--- config.mk ---
export PLATFORM = sky130hd
export DESIGN_NAME = lcsg_scale
export DESIGN_NICKNAME = d
export VERILOG_FILES = /design/src/rtl/linear_chirp_sample_generator_macros.svh /design/src/rtl/lcsg_pkg.sv /design/src/rtl/lcsg_scale.sv
export SDC_FILE = /design/constraint.sdc
export NUM_CORES = 1
export LEC_CHECK = 0
export BUFFER_PORTS_ARGS = -buffer_cell sky130_fd_sc_hd__buf_2
export CORE_UTILIZATION = 64
export CTS_BUF_LIST = sky130_fd_sc_hd__clkbuf_2
export DETAILED_ROUTE_END_ITERATION = 10
export GPL_TIMING_DRIVEN = 0
export PLACE_DENSITY = 0.95
export SYNTH_ARGS = -nofsm -noshare
export SYNTH_HDL_FRONTEND = slang
export SYNTH_SLANG_ARGS = --single-unit
--- constraint.sdc ---
create_clock -name clk -period 3.8 [get_ports clk]
set_input_delay 0.19 -clock clk [delete_from_list [all_inputs] [get_ports clk]]
set_output_delay 0.19 -clock clk [all_outputs]
set_load 0.05 [all_outputs]
--- src/rtl/linear_chirp_sample_generator_macros.svh ---
// Assertion macros for the linear chirp sample generator.
// Expects clk and rst_n in the including module's scope.
`ifndef LINEAR_CHIRP_SAMPLE_GENERATOR_MACROS_SVH
`define LINEAR_CHIRP_SAMPLE_GENERATOR_MACROS_SVH

// same-cycle implication
`define LCSG_ASSERT_IMPL(label, ante, cons, msg) \
    label: assert property (@(posedge clk) disable iff (!rst_n) (ante) |-> (cons)) \
        else $error(msg);

// next-cycle implication
`define LCSG_ASSERT_NEXT(label, ante, cons, msg) \
    label: assert property (@(posedge clk) disable iff (!rst_n) (ante) |=> (cons)) \
        else $error(msg);

`endif

--- src/rtl/lcsg_pkg.sv ---
// Shared constants, types and series tables for the chirp sample generator.
// No dependencies.
`default_nettype none

package lcsg_pkg;

    localparam int PHASE_BITS  = 48;
    localparam int INDEX_BITS  = 24;
    localparam int SAMPLE_BITS = 16;
    localparam int OFFSET_BITS = 16;
    localparam int AMP_BITS    = 15;
    localparam int CFG_BITS    = 48;
    localparam int CFG_IDX_BITS = 3;
    localparam int HALF_PHASE  = PHASE_BITS / 2;
    localparam int TERMS       = 7;

    localparam logic [31:0] HALF_PI_Q30 = 32'd1686629713;
    localparam logic [31:0] Q30_ONE     = 32'h4000_0000;

    typedef enum logic [CFG_IDX_BITS-1:0] {
        REG_WINDOW_START   = 3'd0,
        REG_WINDOW_STOP    = 3'd1,
        REG_LINEAR_STEP    = 3'd2,
        REG_QUADRATIC_STEP = 3'd3,
        REG_PHASE_OFFSET   = 3'd4,
        REG_AMPLITUDE      = 3'd5
    } cfg_reg_t;

    // word handed from cell to cell
    typedef struct packed {
        logic               vld;
        logic               win;
        logic               qneg;
        logic [31:0]        t2;
        logic [31:0]        term;
        logic signed [32:0] sum;
    } lcsg_cell_t;

    // divisor (2n-1)(2n) of series term n
    function automatic logic [7:0] term_div(input logic [2:0] n);
        logic [7:0] d;
        begin
            case (n)
                3'd1:    d = 8'd2;
                3'd2:    d = 8'd12;
                3'd3:    d = 8'd30;
                3'd4:    d = 8'd56;
                3'd5:    d = 8'd90;
                3'd6:    d = 8'd132;
                3'd7:    d = 8'd182;
                default: d = 8'd1;
            endcase
            return d;
        end
    endfunction

    // floor(2^32 / divisor)
    function automatic logic [31:0] term_recip(input logic [2:0] n);
        logic [31:0] m;
        begin
            case (n)
                3'd1:    m = 32'd2147483648;
                3'd2:    m = 32'd357913941;
                3'd3:    m = 32'd143165576;
                3'd4:    m = 32'd76695844;
                3'd5:    m = 32'd47721858;
                3'd6:    m = 32'd32537631;
                3'd7:    m = 32'd23598721;
                default: m = 32'hFFFF_FFFF;
            endcase
            return m;
        end
    endfunction

endpackage

`default_nettype wire

--- src/rtl/lcsg_scale.sv ---
// Output stage: amplitude scaling with rounding, saturation, sign and window gate.
// Depends on lcsg_pkg.
`default_nettype none

module lcsg_scale
    import lcsg_pkg::*;
(
    input  wire logic                       clk,
    input  wire logic                       rst_n,
    input  wire logic                       adv,
    input  wire logic [AMP_BITS-1:0]        amplitude,
    input  lcsg_cell_t                      cell_in,
    output logic                            out_valid,
    output logic signed [SAMPLE_BITS-1:0]   sample_value,
    output logic                            in_window
);

    localparam int OUT_SHIFT = 46 - SAMPLE_BITS;
    localparam int PROD_BITS = AMP_BITS + 32;

    logic [1:0] vld_reg, vld_next;

    logic [PROD_BITS-1:0] prod_reg, prod_next;
    logic                 neg_reg, neg_next;
    logic                 win_reg;
    logic signed [SAMPLE_BITS-1:0] val_reg, val_next;
    logic                 win_o_reg;

    logic [31:0]          mag_in;
    logic [PROD_BITS-1:0] rnd;
    logic [SAMPLE_BITS-1:0] mag;

    always_comb
    begin
        vld_next  = {vld_reg[0], cell_in.vld};
        neg_next  = cell_in.qneg ^ cell_in.sum[32];
        mag_in    = cell_in.sum[32] ? 32'(-cell_in.sum) : 32'(cell_in.sum);
        prod_next = PROD_BITS'(amplitude) * PROD_BITS'(mag_in);

        rnd = (prod_reg + (PROD_BITS'(1) << (OUT_SHIFT - 1))) >> OUT_SHIFT;
        if (rnd > PROD_BITS'({1'b0, {(SAMPLE_BITS-1){1'b1}}}))
            mag = {1'b0, {(SAMPLE_BITS-1){1'b1}}};
        else
            mag = SAMPLE_BITS'(rnd);

        if (!win_reg)
            val_next = '0;
        else if (neg_reg)
            val_next = $signed(-mag);
        else
            val_next = $signed(mag);
    end

    always_ff @(posedge clk or negedge rst_n)
    begin
        if (!rst_n)
        begin
            vld_reg <= '0;
        end
        else if (adv)
        begin
            vld_reg <= vld_next;
        end
    end

    always_ff @(posedge clk)
    begin
        if (adv)
        begin
            prod_reg  <= prod_next;
            neg_reg   <= neg_next;
            win_reg   <= cell_in.win;
            val_reg   <= val_next;
            win_o_reg <= win_reg;
        end
    end

    assign out_valid    = vld_reg[1];
    assign sample_value = val_reg;
    assign in_window    = win_o_reg;

endmodule

`default_nettype wire

==> impl_metrics.ini <==
[synth]
muxShareOfSynthArea_pct = 0.308
syn_area_mm2 = 0.0174
syn-num-nets = 2558
syn-mean-instance-area_um2 = 8.98
synth_cell_types = 64
synth_top_family_by_area = adder cells
synth-seq-cells = 39
synth-compound-area-share_pct = 6.17
synth_ff_type = edfxtp_1
syn_inst = 1942
ys_async_sr_fraction_pct = 5.13
yosys.area_share.simple_pct = 19.8
yosysSeqAreaShare_pct = 6.66
synth_xor_area_share_pct = 3.56
yosys.area_share.adder_pct = 52.4
synth-edff-count = 37
yosysWarningCount = 0

[routing]
drt_drc_violations_left = 0
dr.pass1.iters = 6
vias = 14600
wl_per_cell_um = 21.1
ant_nets = 0
drt-initial-drc-count = 1337
vias_per_cell = 6.02
wirelength_mm = 51.0

[floorplanning]
placementRows = 60
dieArea_mm2 = 0.0279
io-pin-count = 136
die_y_um = 167
initial_utilization_pct = 64.9
die_w_um = 167
core_mm2 = 0.0269

[critical_path]
rr_worst_depth = 14
endpoint_kind = flop
critical_path.max_fanout = 3
worst_r2r_endpoint = sample_value[14]$_SDFFCE_PN0P_
critPathKind = input pin to flop
r2r_slack_ns = 0.16
crit_path_max_incr_delay_ns = 0.55
critPathSlowestCell = fa_1
cp.required_ns = 4.08
cp-startpoint = cell_in[3]
timing.rr.start = prod_reg[30]$_DFFE_PP_
cp-endpoint = prod_reg[44]$_DFFE_PP_
crit_arrival_ns = 8.75
critPathLaunchType = input pin
crit_path_frequent_cell = fa_1

[sta]
fmax_mhz = 118
fin_setup_tns_ns = -77.95
maxSlewViolCount = 0
relSlewSlack_pct = 22.1
rsz0062_at_grt = true
finalClockSkew_ns = 0.0201
final-hold-violation-count = 0
tightest_slew_ns = 1.17
fin_crit_sh_pct = 223
setup_violations = 18
finalWorstSetupSlack_ns = -4.66
min_period_ns = 8.46

[placement]
gp_congestion = 1.01
port_buffers = 71
hpwl_mm = 40.0

[finish]
largest_reg_flops = 18
area_growth_pct = 12.5
fillers = 1802
regArea_mm2 = 0.00116
nets = 2694
drive_gt1_share_pct = 13.7
multi_input_area_mm2 = 0.0151

[flow_run]
maxCapViolCount = 0

[cts]
htreeDepth = 2
root_buffer = clkbuf_2
clock_path_buffers = 2
clock_sinks = 39
numCtsBuffers = 5
clk_pin_slew_ns = 0.20
insertion_delay_ns = 0.40
cts_tree = built

[grt]
first_global_vias = 15500
grt_pass1_wl_mm = 79.9
overflow = 0
antenna_found_initial = 1
grt.total_usage_pct = 37.3
grt_max_degree = 40

[status]
status = finished with violations
violations = negative setup slack

[min_path]
hold_path_class = input pin to async pin
-- metal layers --
metal	vias to the layer above	part of all wire (%)	GRT usage [%]
li1	6118	-	-
met1	7254	34	45.7
met2	935	47	61.0
met3	260	12	9.57
met4	2	6.4	19.5
met5	-	0.025	0
-- how the worst min path moves through the flow --
| stage | to | slack [ns] | cells after the start |
|---|---|---|---|
| finish | vld_reg[0]$_DFFE_PN0P_ | 0.08 | 2 |
| global route | vld_reg[0]$_DFFE_PN0P_ | 0.07 | 2 |
| CTS | vld_reg[0]$_DFFE_PN0P_ | 0.06 | 2 |
| detailed placement | vld_reg[0]$_DFFE_PN0P_ | -0.02 | 1 |
| global placement | vld_reg[0]$_DFFE_PN0P_ | -0.03 | 1 |
| floorplan | vld_reg[0]$_DFFE_PN0P_ | -0.11 | 0 |
-- Yosys cell counts (9+ instances only) --
cell type | number | area [µm²]
and4_1 | 9 | 78.8
and3_1 | 11 | 68.8
o31ai_1 | 13 | 97.6
edfxtp_1 | 37 | 1110
fa_1 | 387 | 7750
nand3_1 | 20 | 100
nand2b_1 | 12 | 75.1
clkbuf_1 | 88 | 330
nor2_1 | 27 | 101
o21ai_0 | 34 | 170
inv_1 | 418 | 1570
nand2_1 | 249 | 935
and2_1 | 266 | 1660
nor2b_1 | 19 | 119
a21o_1 | 21 | 158
xor2_1 | 16 | 140
nand4_1 | 11 | 68.8
nor3_1 | 10 | 50.1
a21oi_1 | 37 | 185
ha_1 | 111 | 1390
xnor2_1 | 53 | 464
-- cells in the final DEF, fill, tap and decap left out, types with 8 or more instances in the layout --
cell type  synthesis  layout
clkbuf_1          88      65
buf_2              1      69
nand2b_1          12      12
o21ai_0           34      23
and3_1            11       8
clkbuf_2           1      10
buf_4              0      59
ha_1             111      95
nand4_1           11      11
nor2b_1           19      17
xnor2_2            0      11
a21oi_1           37      29
xor2_1            16      13
a21o_1            21      21
buf_6              2      12
ha_4               0      12
fa_1             387     386
nor2_1            27      22
edfxtp_1          37      37
xnor2_1           53      40
inv_2              0       8
inv_1            418     409
o21ai_1            1       8
nand2_1          249     246
nand3_1           20      19
and2_1           266     261
-- area by class of cell --
cell class	instances	area share (%)
Clock inverter	3	0.102
Timing Repair Buffer	132	4.41
Clock buffer	5	0.128
Antenna cell	1	0.0128
Multi-Input combinational cell	1392	76.8
Inverter	418	8.01
Sequential cell	39	5.92
Tap cell	341	2.17
Buffer	90	2.41
-- timing repair --
| item | in CTS | in global routing |
|---|---|---|
| buffers inserted | 26 | 34 |
| pin swaps | 46 | 47 |
| hold buffers | 3 | 0 |
| cloned | 0 | 0 |
| endpoints found under the hold margin | 4 | 0 |
| resized for setup | 100 | 83 |
| endpoints found under the setup margin | 22 | 22 |
-- per-stage QoR --
step	hold slack (ns)	instance area (µm²)	util, %	setup WS [ns]	instances
after global placement	-0.0265	18400	68.5	-5.93	2354
final	0.0819	19600	73.0	-4.66	2421
after floorplan	-0.106	17600	-	-4.70	1942
after detailed placement	-0.0165	18400	68.5	-5.99	2354
after global routing	0.0651	19600	73.0	-4.78	2420
after CTS	0.0553	19100	71.2	-4.62	2388
-- cell families (layout without fill, tap and decap cells) --
kind of cell / after synthesis / in the layout
simple gates: 660 / 660
buf+inv: 511 / 648
fa+ha+maj: 498 / 498
compound gates: 159 / 159
xor+xnor: 70 / 70
flops: 39 / 39
mux: 5 / 5
other cells: 0 / 1
-- critical path: cells and delay by family --
family | cells | cell delay, ns
buffers and inverters | 6 | 0.42
AND/OR/NAND/NOR | 10 | 3.68
XOR/XNOR | 1 | 0.16
AO/OA/AOI/OAI | 5 | 0.98
adder cells (fa/ha/maj) | 7 | 3.31
Power is left out: the tool's default activity adds up to more than one toggle a clock period on the data nets, which glitch-free logic cannot reach.
